`src/hw/rtl/bmr_pkg.sv`:
```
// shared types and constants for the band mean rounding block
package bmr_pkg;

    localparam int SAMPLE_W   = 32;
    localparam int EXT_W      = SAMPLE_W + 1;
    localparam int CFG_IDX_W  = 1;
    localparam int CFG_DATA_W = 7;
    localparam int COUNT_W    = 7;
    localparam int FMT_W      = 3;

    localparam logic [CFG_IDX_W-1:0] CFG_BAND_COUNT    = 1'b0;
    localparam logic [CFG_IDX_W-1:0] CFG_SAMPLE_FORMAT = 1'b1;

    localparam logic [FMT_W-1:0] FMT_S8  = 3'd0;
    localparam logic [FMT_W-1:0] FMT_U8  = 3'd1;
    localparam logic [FMT_W-1:0] FMT_S16 = 3'd2;
    localparam logic [FMT_W-1:0] FMT_U16 = 3'd3;
    localparam logic [FMT_W-1:0] FMT_S32 = 3'd4;
    localparam logic [FMT_W-1:0] FMT_U32 = 3'd5;

    typedef struct packed {
        logic accept;
        logic div_load;
        logic div_prep;
        logic div_step;
        logic out_load;
    } cmd_t;

    typedef struct packed {
        logic last_band;
    } status_t;

endpackage

```
`src/hw/rtl/bmr_datapath.sv`:
```
// accumulator, config registers, bit-serial divider and output register
module bmr_datapath #(
    parameter int MAX_BANDS = 64,
    parameter int SUM_W     = 39,
    parameter int B_W       = 7
) (
    input  logic                           aclk,
    input  logic                           aresetn,
    input  logic                           cfg_wr_en,
    input  logic [bmr_pkg::CFG_IDX_W-1:0]  cfg_index,
    input  logic [bmr_pkg::CFG_DATA_W-1:0] cfg_wdata,
    input  logic [bmr_pkg::SAMPLE_W-1:0]   sample,
    input  bmr_pkg::cmd_t                  cmd,
    output bmr_pkg::status_t               status,
    output logic [bmr_pkg::SAMPLE_W-1:0]   mean
);

    logic [bmr_pkg::COUNT_W-1:0] band_count_reg;
    logic [bmr_pkg::FMT_W-1:0]   format_reg;
    logic signed [SUM_W-1:0]     sum_reg;
    logic signed [SUM_W-1:0]     sum_next;
    logic [B_W-1:0]              pos_reg;
    logic [SUM_W-1:0]            dq_reg;
    logic [SUM_W-1:0]            dq_next;
    logic [B_W-1:0]              rem_reg;
    logic [B_W-1:0]              rem_next;
    logic                        neg_reg;
    logic [bmr_pkg::SAMPLE_W-1:0] mean_reg;
    logic [bmr_pkg::SAMPLE_W-1:0] mean_next;

    logic [B_W-1:0]               bands;
    logic [B_W-1:0]               half;
    logic signed [bmr_pkg::EXT_W-1:0] ext;
    logic [bmr_pkg::SAMPLE_W-1:0] mask;
    logic [B_W:0]                 trial;
    logic [SUM_W-1:0]             signed_q;

    // effective band count
    always_comb begin
        if (band_count_reg == '0) begin
            bands = B_W'(1);
        end else if (int'(band_count_reg) > MAX_BANDS) begin
            bands = B_W'(MAX_BANDS);
        end else begin
            bands = B_W'(band_count_reg);
        end
        half = bands >> 1;
    end

    always_comb begin
        case (format_reg)
            bmr_pkg::FMT_S8: begin
                ext  = bmr_pkg::EXT_W'($signed(sample[7:0]));
                mask = 32'h0000_00ff;
            end
            bmr_pkg::FMT_U8: begin
                ext  = $signed({25'd0, sample[7:0]});
                mask = 32'h0000_00ff;
            end
            bmr_pkg::FMT_S16: begin
                ext  = bmr_pkg::EXT_W'($signed(sample[15:0]));
                mask = 32'h0000_ffff;
            end
            bmr_pkg::FMT_U16: begin
                ext  = $signed({17'd0, sample[15:0]});
                mask = 32'h0000_ffff;
            end
            bmr_pkg::FMT_S32: begin
                ext  = bmr_pkg::EXT_W'($signed(sample));
                mask = 32'hffff_ffff;
            end
            default: begin
                ext  = $signed({1'b0, sample});
                mask = 32'hffff_ffff;
            end
        endcase
    end

    assign sum_next = sum_reg + SUM_W'(ext);
    assign status.last_band = (pos_reg == bands - B_W'(1));

    // one quotient bit per step
    always_comb begin
        trial = {rem_reg, dq_reg[SUM_W-1]};
        if (trial >= {1'b0, bands}) begin
            rem_next = B_W'(trial - {1'b0, bands});
            dq_next  = {dq_reg[SUM_W-2:0], 1'b1};
        end else begin
            rem_next = trial[B_W-1:0];
            dq_next  = {dq_reg[SUM_W-2:0], 1'b0};
        end
    end

    assign signed_q  = neg_reg ? (~dq_reg + SUM_W'(1)) : dq_reg;
    assign mean_next = signed_q[bmr_pkg::SAMPLE_W-1:0] & mask;
    assign mean      = mean_reg;

    always_ff @(posedge aclk) begin
        if (!aresetn) begin
            band_count_reg <= bmr_pkg::COUNT_W'(1);
            format_reg     <= bmr_pkg::FMT_U8;
            sum_reg        <= '0;
            pos_reg        <= '0;
        end else if (cfg_wr_en) begin
            case (cfg_index)
                bmr_pkg::CFG_BAND_COUNT:    band_count_reg <= cfg_wdata;
                bmr_pkg::CFG_SAMPLE_FORMAT: format_reg     <= cfg_wdata[bmr_pkg::FMT_W-1:0];
                default: ;
            endcase
            sum_reg <= '0;
            pos_reg <= '0;
        end else if (cmd.div_load) begin
            sum_reg <= '0;
            pos_reg <= '0;
        end else if (cmd.accept) begin
            sum_reg <= sum_next;
            pos_reg <= pos_reg + B_W'(1);
        end
    end

    always_ff @(posedge aclk) begin
        if (cmd.div_load) begin
            dq_reg  <= sum_next;
            neg_reg <= sum_next[SUM_W-1];
        end else if (cmd.div_prep) begin
            // magnitude plus half, one add with carry-in for negatives
            dq_reg  <= (neg_reg ? ~dq_reg : dq_reg) + SUM_W'(half) + SUM_W'(neg_reg);
            rem_reg <= '0;
        end else if (cmd.div_step) begin
            dq_reg  <= dq_next;
            rem_reg <= rem_next;
        end
        if (cmd.out_load) begin
            mean_reg <= mean_next;
        end
    end

endmodule

```
`src/hw/rtl/bmr_ctrl.sv`:
```
// controller state machine for accumulate, divide and output
module bmr_ctrl #(
    parameter int SUM_W = 39
) (
    input  logic             aclk,
    input  logic             aresetn,
    input  logic             s_tvalid,
    output logic             s_tready,
    output logic             m_tvalid,
    input  logic             m_tready,
    input  bmr_pkg::status_t status,
    output bmr_pkg::cmd_t    cmd
);

    localparam int STEP_W = $clog2(SUM_W);

    typedef enum logic [1:0] {
        ST_ACC,
        ST_PREP,
        ST_DIV,
        ST_HOLD
    } state_t;

    state_t              state_reg;
    logic [STEP_W-1:0]   step_reg;
    logic                out_valid_reg;

    assign s_tready = (state_reg == ST_ACC);
    assign m_tvalid = out_valid_reg;

    always_comb begin
        cmd.accept   = s_tvalid && s_tready;
        cmd.div_load = cmd.accept && status.last_band;
        cmd.div_prep = (state_reg == ST_PREP);
        cmd.div_step = (state_reg == ST_DIV);
        cmd.out_load = (state_reg == ST_HOLD) && (!out_valid_reg || m_tready);
    end

    always_ff @(posedge aclk) begin
        if (!aresetn) begin
            state_reg     <= ST_ACC;
            step_reg      <= '0;
            out_valid_reg <= 1'b0;
        end else begin
            case (state_reg)
                ST_ACC: begin
                    if (cmd.div_load) begin
                        state_reg <= ST_PREP;
                    end
                end
                ST_PREP: begin
                    step_reg  <= '0;
                    state_reg <= ST_DIV;
                end
                ST_DIV: begin
                    step_reg <= step_reg + STEP_W'(1);
                    if (step_reg == STEP_W'(SUM_W - 1)) begin
                        state_reg <= ST_HOLD;
                    end
                end
                ST_HOLD: begin
                    if (cmd.out_load) begin
                        state_reg <= ST_ACC;
                    end
                end
                default: state_reg <= ST_ACC;
            endcase
            if (cmd.out_load) begin
                out_valid_reg <= 1'b1;
            end else if (m_tready) begin
                out_valid_reg <= 1'b0;
            end
        end
    end

endmodule

```
`src/hw/rtl/band_mean_rounding.sv`:
```
// Multiband pixel mean: takes one band sample per cycle while accepting, sums the samples of a pixel
// (band_count, with 0 read as 1 and clamped to MAX_BANDS) in a signed accumulator of 33 + log2(MAX_BANDS)
// bits, then divides by the band count with rounding half away from zero and returns the mean in the
// sample's own format. A pixel goes through its accepted samples, a step that forms the rounded
// magnitude, SUM_W steps of the one-bit-per-cycle restoring divider, and a load of the output
// register; the input is held off from the last sample until the output register is loaded. A finished
// mean waits in the output register, so the next pixel's samples are taken while it is pending.
// Any configuration write drops a partly summed pixel.
module band_mean_rounding #(
    parameter int MAX_BANDS = 64
) (
    input  logic                           aclk,
    input  logic                           aresetn,
    input  logic                           cfg_wr_en,
    input  logic [bmr_pkg::CFG_IDX_W-1:0]  cfg_index,
    input  logic [bmr_pkg::CFG_DATA_W-1:0] cfg_wdata,
    input  logic                           s_tvalid,
    output logic                           s_tready,
    input  logic [bmr_pkg::SAMPLE_W-1:0]   s_tdata,   // [31:0] sample_bits
    output logic                           m_tvalid,
    input  logic                           m_tready,
    output logic [bmr_pkg::SAMPLE_W-1:0]   m_tdata    // [31:0] mean_bits
);

    localparam int SUM_W = bmr_pkg::EXT_W + $clog2(MAX_BANDS);
    localparam int B_W   = $clog2(MAX_BANDS + 1);

    bmr_pkg::cmd_t    cmd;
    bmr_pkg::status_t status;

    bmr_ctrl #(
        .SUM_W (SUM_W)
    ) u_ctrl (
        .aclk     (aclk),
        .aresetn  (aresetn),
        .s_tvalid (s_tvalid),
        .s_tready (s_tready),
        .m_tvalid (m_tvalid),
        .m_tready (m_tready),
        .status   (status),
        .cmd      (cmd)
    );

    bmr_datapath #(
        .MAX_BANDS (MAX_BANDS),
        .SUM_W     (SUM_W),
        .B_W       (B_W)
    ) u_dp (
        .aclk      (aclk),
        .aresetn   (aresetn),
        .cfg_wr_en (cfg_wr_en),
        .cfg_index (cfg_index),
        .cfg_wdata (cfg_wdata),
        .sample    (s_tdata),
        .cmd       (cmd),
        .status    (status),
        .mean      (m_tdata)
    );

endmodule

```
`config.mk`:
```
export PLATFORM = sky130hd
export DESIGN_NAME = band_mean_rounding
export DESIGN_NICKNAME = d
export VERILOG_FILES = /design/src/hw/rtl/bmr_pkg.sv /design/src/hw/rtl/bmr_datapath.sv /design/src/hw/rtl/bmr_ctrl.sv /design/src/hw/rtl/band_mean_rounding.sv
export SDC_FILE = /design/constraint.sdc
export NUM_CORES = 1
export LEC_CHECK = 0
export BUFFER_PORTS_ARGS = -buffer_cell sky130_fd_sc_hd__buf_2
export CAP_MARGIN = 30
export CORE_UTILIZATION = 56
export DETAILED_ROUTE_END_ITERATION = 8
export HOLD_SLACK_MARGIN = 0.08
export PLACE_DENSITY = 0.78
export SYNTH_ARGS = -nofsm -noshare
export SYNTH_HDL_FRONTEND = slang
export SYNTH_SLANG_ARGS = --single-unit
```
`constraint.sdc`:
```
create_clock -name aclk -period 4.8 [get_ports aclk]
set_input_delay 0.72 -clock aclk [delete_from_list [all_inputs] [get_ports aclk]]
set_output_delay 0.72 -clock aclk [all_outputs]
set_load 0.05 [all_outputs]
```
# After elaboration in Yosys (flattened, before gate mapping)
# Index checks and enable logic that the tools add are counted.
[classes] addsub=8 n_mul=0 n_div=0 magnitude_cmp=2 n_eq_ne=12 shifts=0 muxes=19 n_bitwise=5 n_reduce_logical=18
[op_table] op="$pmux 33 s5" n=1
[op_table] op="$mux 39" n=4
[op_table] op="$pmux 32 s2" n=1
[op_table] op="$add 39x1->39" n=1
[op_table] op="$add 39x33->39" n=1
[op_table] op="$add 39x6->39" n=1
[op_table] op="$not 39->39" n=1
[op_table] op="$add 32x1->32 const B" n=1
[op_table] op="$and 32x32->32" n=1
[op_table] op="$mux 32" n=1
[op_table] op="$mux 7" n=4
[op_table] op="$pmux 6 s2" n=1
[op_table] op="$ge 8x7->1" n=1
[op_table] op="$pmux 2 s4" n=1
[op_table] op="$add 7x1->7 const B" n=1
[op_table] op="$eq 7x7->1" n=1
[op_table] op="$gt 7x7->1 const B" n=1
[op_table] op="$logic_not 7->1" n=1
[op_table] op="$sub 7x1->7 const B" n=1
[op_table] op="$sub 7x7->7" n=1
[op_table] op="$add 6x1->6 const B" n=1
[op_table] op="$eq 3x2->1 const B" n=2
[op_table] op="$eq 6x6->1 const B" n=1
[op_table] op="$mux 2" n=3
[op_table] op="other kinds (19)" n=31
[totals] ff_bits=144 latchBits=0 ram_bits=0 romBits=0 input_bits=45 out_inout_bits=34 word_cells=75 mem_count=0

# Depth between registers and ports, before layout
[logic_depth] depth_word=8 ltp_mapped=16

# Modules after synthesis
# Synthesis repeated with hierarchy kept, for this count alone.
[unflattened] hier_cells=1418 area_unflattened_um2=11720.0
[modules_own_cells] module="bmr_datapath" instances=1 cells_per_inst=1363 area_each_um2=11228.3 seq_area_each_um2=3493.4
[modules_own_cells] module="bmr_ctrl" instances=1 cells_per_inst=55 area_each_um2=491.7 seq_area_each_um2=180.2

# Worst setup path before layout
# OpenSTA, ideal clock, no wires.
[synth_timing] path_type="flip-flop to flip-flop" start="reg u_dp.neg_reg" end="reg u_dp.dq_reg[32], data pin" t_arrival_ns=4.290 required_ns=4.528 path_slack_ns=0.237 stages_incl_launch_ff=17 n_path_buf=6 path_cell_list="edfxtp_1 clkbuf_1 clkbuf_1 buf_1 clkbuf_1 buf_1 xor2_1 fa_1 a211oi_1 o21ai_1 nand4_2 or4_1 buf_2 o41a_1 o22ai_2 nor3b_2 o32ai_2"
[synth_between] elab_chain_len=5
[synth_lines] item="start: declaration" line_no="bmr_datapath.sv:27" text="logic neg_reg;"
[synth_lines] item="start signal: assignment" line_no="bmr_datapath.sv:124" text="neg_reg <= sum_next[SUM_W-1];"
[synth_lines] item="$mux 39" line_no="bmr_datapath.sv:127" text="dq_reg <= (neg_reg ? ~dq_reg : dq_reg) + SUM_W'(half) + SUM_W'(neg_reg);"
[synth_lines] item="$add 39x6->39" line_no="bmr_datapath.sv:127"
[synth_lines] item="$add 39x1->39 (*)" line_no="bmr_datapath.sv:127"
[synth_lines] item="$mux 39 (*)" line_no="bmr_datapath.sv:125" text="end else if (cmd.div_prep) begin"
[synth_lines] item="$mux 39 (*)" line_no="bmr_datapath.sv:122" text="if (cmd.div_load) begin"
[synth_lines] item="end signal: assignment" line_no="bmr_datapath.sv:123" text="dq_reg <= sum_next;"
[synth_lines] item="end signal: assignment" line_no="bmr_datapath.sv:127"
[synth_lines] item="end signal: assignment" line_no="bmr_datapath.sv:130" text="dq_reg <= dq_next;"
[synth_lines] item="end: declaration" line_no="bmr_datapath.sv:23" text="logic [SUM_W-1:0] dq_reg;"
# Mark *: on every way between the ends. The rest lies on a longest branch, timed or not.
# A chain may end at the register's enable or synchronous reset.

# Final worst setup path
[layout_timing] start="reg u_dp.format_reg[2] (netlist name)" end="reg u_dp.dq_reg[37], data pin"
[layout_between] elab_chain_len=4 word_cells_on_any_way=8 cone_classes="add/sub: 1; eq/ne: 4; mux: 2; reduce/logical: 1"
[layout_lines] item="start: declaration" line_no="bmr_datapath.sv:19" text="logic [bmr_pkg::FMT_W-1:0] format_reg;"
[layout_lines] item="start signal: assignment" line_no="bmr_datapath.sv:101" text="format_reg <= bmr_pkg::FMT_U8;"
[layout_lines] item="start signal: assignment" line_no="bmr_datapath.sv:107" text="bmr_pkg::CFG_SAMPLE_FORMAT: format_reg <= cfg_wdata[bmr_pkg::FMT_W-1:0];"
[layout_lines] item="$eq 3x3->1 (tied with other cells)" line_no="bmr_datapath.sv:51" text="case (format_reg)"
[layout_lines] item="$pmux 33 s5 (*)" line_no="bmr_datapath.sv:51"
[layout_lines] item="$add 39x33->39 (*)" line_no="bmr_datapath.sv:79" text="assign sum_next = sum_reg + SUM_W'(ext);"
[layout_lines] item="$mux 39 (*)" line_no="bmr_datapath.sv:122"
# Marked as above.

==> impl.org <==
** Run status
- The run finished with clean final reports.

** Cells and area
- Final core area utilization :: 63.3%
- Post-synthesis to final-layout area growth :: 9.95%
- Layout Nets :: 1574
- Multi-input gate area in the final layout :: 0.00754 mm^2
- Register cell area after layout :: 0.00367 mm^2
- Ratio of cells with drive above 1 in the final layout :: 10.9%
- The number of antenna diodes in the final layout is 0.
- After filler insertion, the fill cell instance count of the layout stands at 1770.
- Post-route cell area :: 0.0129 mm^2

** Routing
- DRC violation count after routing :: 0
- For this block, the via count after detailed routing is 10.9k.
- The routed design uses 12900 um of met2 wire.
- Dividing the detail-routed wire length by the instance count gives 17.2 um.
- Met1 routed wirelength after detailed routing :: 14100 um
- Number of nets still failing antenna checks after routing :: 0
- Total length of routed wires :: 30200 um
- Via-per-instance ratio :: 6.23
- Routed wl met3 :: 2520 um
- Starting DRT DRC Count :: 1185
- In this run the top signal layer used is met4.
- The pre-antenna-repair detailed-routing pass consisted of 6 iterations.

** Global route
- In the global route stage, overall resource usage came out at 28.1%.
- The number of global-route vias before repair came to 9758.
- Entering global routing, the biggest net connects 85 pins.
- Summed over all layers, the global routing overflow is 0.
- The first global-routing pass estimated 48800 um of wire.
- The initial antenna violation count was 0.

** Worst hold path
- Worst hold path endpoint :: u_dp.sum_reg[4]
- Path category of the worst min-delay check :: flip-flop to flip-flop
- Beginning of the worst hold path :: u_dp.sum_reg[4]
- Hold Path Stages :: 2

** Logic synthesis
- In this run, distinct cell masters in the synthesized netlist total 83.
- Area share of fa/ha/maj cells after synthesis :: 6.80%
- Fraction of synthesis flops using an asynchronous set or reset pin :: 0%
- Mean Syn Cell Area :: 8.11 um^2
- For this run, the number of Yosys warnings is 0.
- In this run the cell area of the synthesized design comes to 0.0117 mm^2.
- Fraction of the yosys area taken by sequential cells :: 31.3%
- The portion of synthesized area spent on multiplexers is 2.60%.
- Share of the synthesized netlist area taken by xor and xnor gates :: 8.29%
- After synthesis, the largest family of logic cells by area is simple AND/OR/NAND/NOR gates.
- Among all flip-flop cells after synthesis, the most frequent one is edfxtp_1.
- EDFF count, synth :: 79
- Counting flops and latches in the post-synthesis netlist gives 144.
- Counting every instance in the synthesized netlist gives 1447.
- Simple-gate area share of the yosys netlist :: 23.5%
- Share of the synthesized area in compound gates (AO/OA/AOI/OAI) :: 22.8%
- Synthesis produced a netlist with a net count of 1554.

** Pwr
- Sw frac :: 42.3%
- Part of the total power dissipated in combinational logic :: 41.8%
- Clock group share of total power :: 21.7%
- Cell area power density :: 489 mW/mm^2
- PnR Total Power :: 6.30 mW
- Sequential cell fraction of total power :: 36.5%
- The internal power of the cells totals 3.64 mW.
- In this run the power spent charging and discharging nets is 2.67 mW.
- Leak Pwr :: 5.05 nW
- The worst-case IR drop observed on VDD is 328 uV.

** Timing
- Summed over all failing endpoints, the final setup total negative slack is 0 ps.
- Highest clock frequency the design can meet :: 243 MHz
- Count of final max-slew check failures :: 0
- Final period utilization :: 85.9%
- The worst path meets setup with 678 ps of slack.
- Count of final setup violators :: 0
- Max transition margin :: 33.0%
- Shortest period the worst path allows :: 4120 ps
- The number of hold violations in the final report came to 0.
- Across the routed clock network, the largest skew measured is 13.0 ps.
- Tightest Pin Transition :: 991 ps
- Setup repair after global routing left no endpoint under its margin.

** Die
- Io pins :: 79
- The initial utilization of the core area, before any placement, comes to 57.6%.
- In this run the vertical extent of the chip is 147 um.
- Row count :: 52
- Die ar. :: 0.0215 mm^2
- Horizontal die dimension :: 147 um
- Area of the core region :: 0.0204 mm^2

** CTS
- Num CTS Buffers :: 17
- In this run, post-CTS hold repair placed 0 buffers.
- The number of gates resized after CTS was 0.
- In this run the post-CTS setup repair buffer count came out at 0.
- Clock tree from TritonCTS :: built
- CTS sink count :: 144
- Root buffer selected by CTS :: clkbuf_16
- Clock latency on the worst-skew pair, taken at its later pin, is 440 ps.
- The clock passes through at most 2 buffers.
- H-tree Lvls :: 4
- Clock-pin slew was measured on the worst setup and hold paths at 70 ps.

** Critical path
- Largest driver fanout on the critical path :: 9
- Across all register-to-register paths, the minimum setup slack is 680 ps.
- Counting cells, the worst reg-to-reg path comes to 14.
- In this run the critical register-to-register path is launched from u_dp.format_reg[2].
- The worst setup path is captured at a flip-flop.
- STA classifies the critical path startpoint as a flip-flop.
- Data on the critical path is required at its endpoint by 4980 ps.
- Arrival @ worst endpoint :: 4300 ps
- Worst R2R End :: u_dp.dq_reg[37]
- Startpoint-to-endpoint class of the critical path :: flip-flop to flip-flop

** Placement
- During placement, the flow inserted port buffers numbering 78.
- Worst slack after detailed placement :: 535 ps
- Post-detail-place hpwl :: 21800 um
- Total cell area at the placement stage :: 0.0123 mm^2
- Placer Congestion :: 0.964

** Flow run
- Max-cap violations in this run came to 0.
-- cells in the mapped netlist (all sizes together) (22+ instances only) --
library cell	n	area (um^2)
o21ai	95	475
mux2i	26	260
xnor2	67	587
and2	25	156
nand3	43	215
clkbuf	88	332
xor2	44	385
nor2	115	432
nor2b	32	200
inv	41	154
ha	59	738
edfxtp	79	2370
nand2	173	649
a21oi	98	502
nor3	32	160
a21o	31	233
dfxtp	65	1300
a211oi	22	170
-- how the worst max path moves through the flow --
stage                       start               to  slack [ps]  cells after the start
3_3_place_gp           s_tdata[7]  u_dp.dq_reg[38]         580                     13
3_5_place_dp           s_tdata[7]  u_dp.dq_reg[37]         530                     13
4_1_cts        u_dp.format_reg[2]  u_dp.dq_reg[37]         740                     14
6_report       u_dp.format_reg[2]  u_dp.dq_reg[37]         680                     14
2_1_floorplan        u_dp.neg_reg  u_dp.dq_reg[32]         240                     16
5_1_grt        u_dp.format_reg[2]  u_dp.dq_reg[37]         280                     14
-- critical path, stage by stage (launching register included) --
cell and delay (ps):
dfxtp_1 390, or2_2 400, nor3b_1 220, buf_4 180
a21o_1 100, ha_1 280, a21oi_1 240, o21ai_0 140
a311oi_1 270, buf_4 160, o21a_1 270, o211ai_1 150
a2111oi_0 710, o21ai_0 180, nor3b_1 170
-- placed cells by master (no fill, tap or decap), types with 31 or more instances in the layout --
cell,Yosys,final
ha_1,59,58
xor2_1,44,44
edfxtp_1,79,79
o21ai_0,90,90
dfxtp_1,65,65
nand2_1,173,173
nor2b_1,32,31
buf_2,3,79
nor2_1,115,115
xnor2_1,67,67
a21o_1,31,31
nor3_1,32,32
nand3_1,43,43
a21oi_1,97,97
inv_1,41,41
-- power by group through the flow --
stage / Clock (mW) / Combinational, mW / Sequential (mW)
finish: 1.37 / 2.63 / 2.30
global route: 1.42 / 2.93 / 2.34
CTS: 1.37 / 2.60 / 2.27
detailed placement: 0 / 2.58 / 2.29
global placement: 0 / 2.51 / 2.28
floorplan: 0 / 2.34 / 1.92
-- per-layer routing --
layer / track usage (%) / vias to the layer above
met5: 0 / -
met4: 10.1 / 0
met3: 4.16 / 62
met2: 42.1 / 494
met1: 40.8 / 5026
li1: - / 5329
-- logic make-up (layout without fill, tap and decap cells) --
logic type | Yosys count | count (layout)
xor+xnor | 111 | 111
simple gates | 551 | 551
mux | 30 | 30
buf+inv | 143 | 176
flops | 144 | 144
compound gates | 406 | 406
fa+ha+maj | 62 | 62
-- cell type report --
| type | count | share of cell area [%] |
|---|---|---|
| multi-input combinational | 1160 | 58.4 |
| sequential | 144 | 28.5 |
| timing repair buffer | 102 | 4.50 |
| clock buffer | 22 | 4.09 |
| tap | 270 | 2.62 |
| inverter | 42 | 1.22 |
| clock inverter | 10 | 0.660 |
-- metrics by stage --
| stage | hold WS [ps] | instances |
|---|---|---|
| floorplan | 440 | 1447 |
| global placement | 446 | 1717 |
| detailed placement | 454 | 1718 |
| CTS | 463 | 1750 |
| global route | 495 | 1750 |
| finish | 462 | 1750 |
No activity file was read; power rests on OpenSTA's default activity.
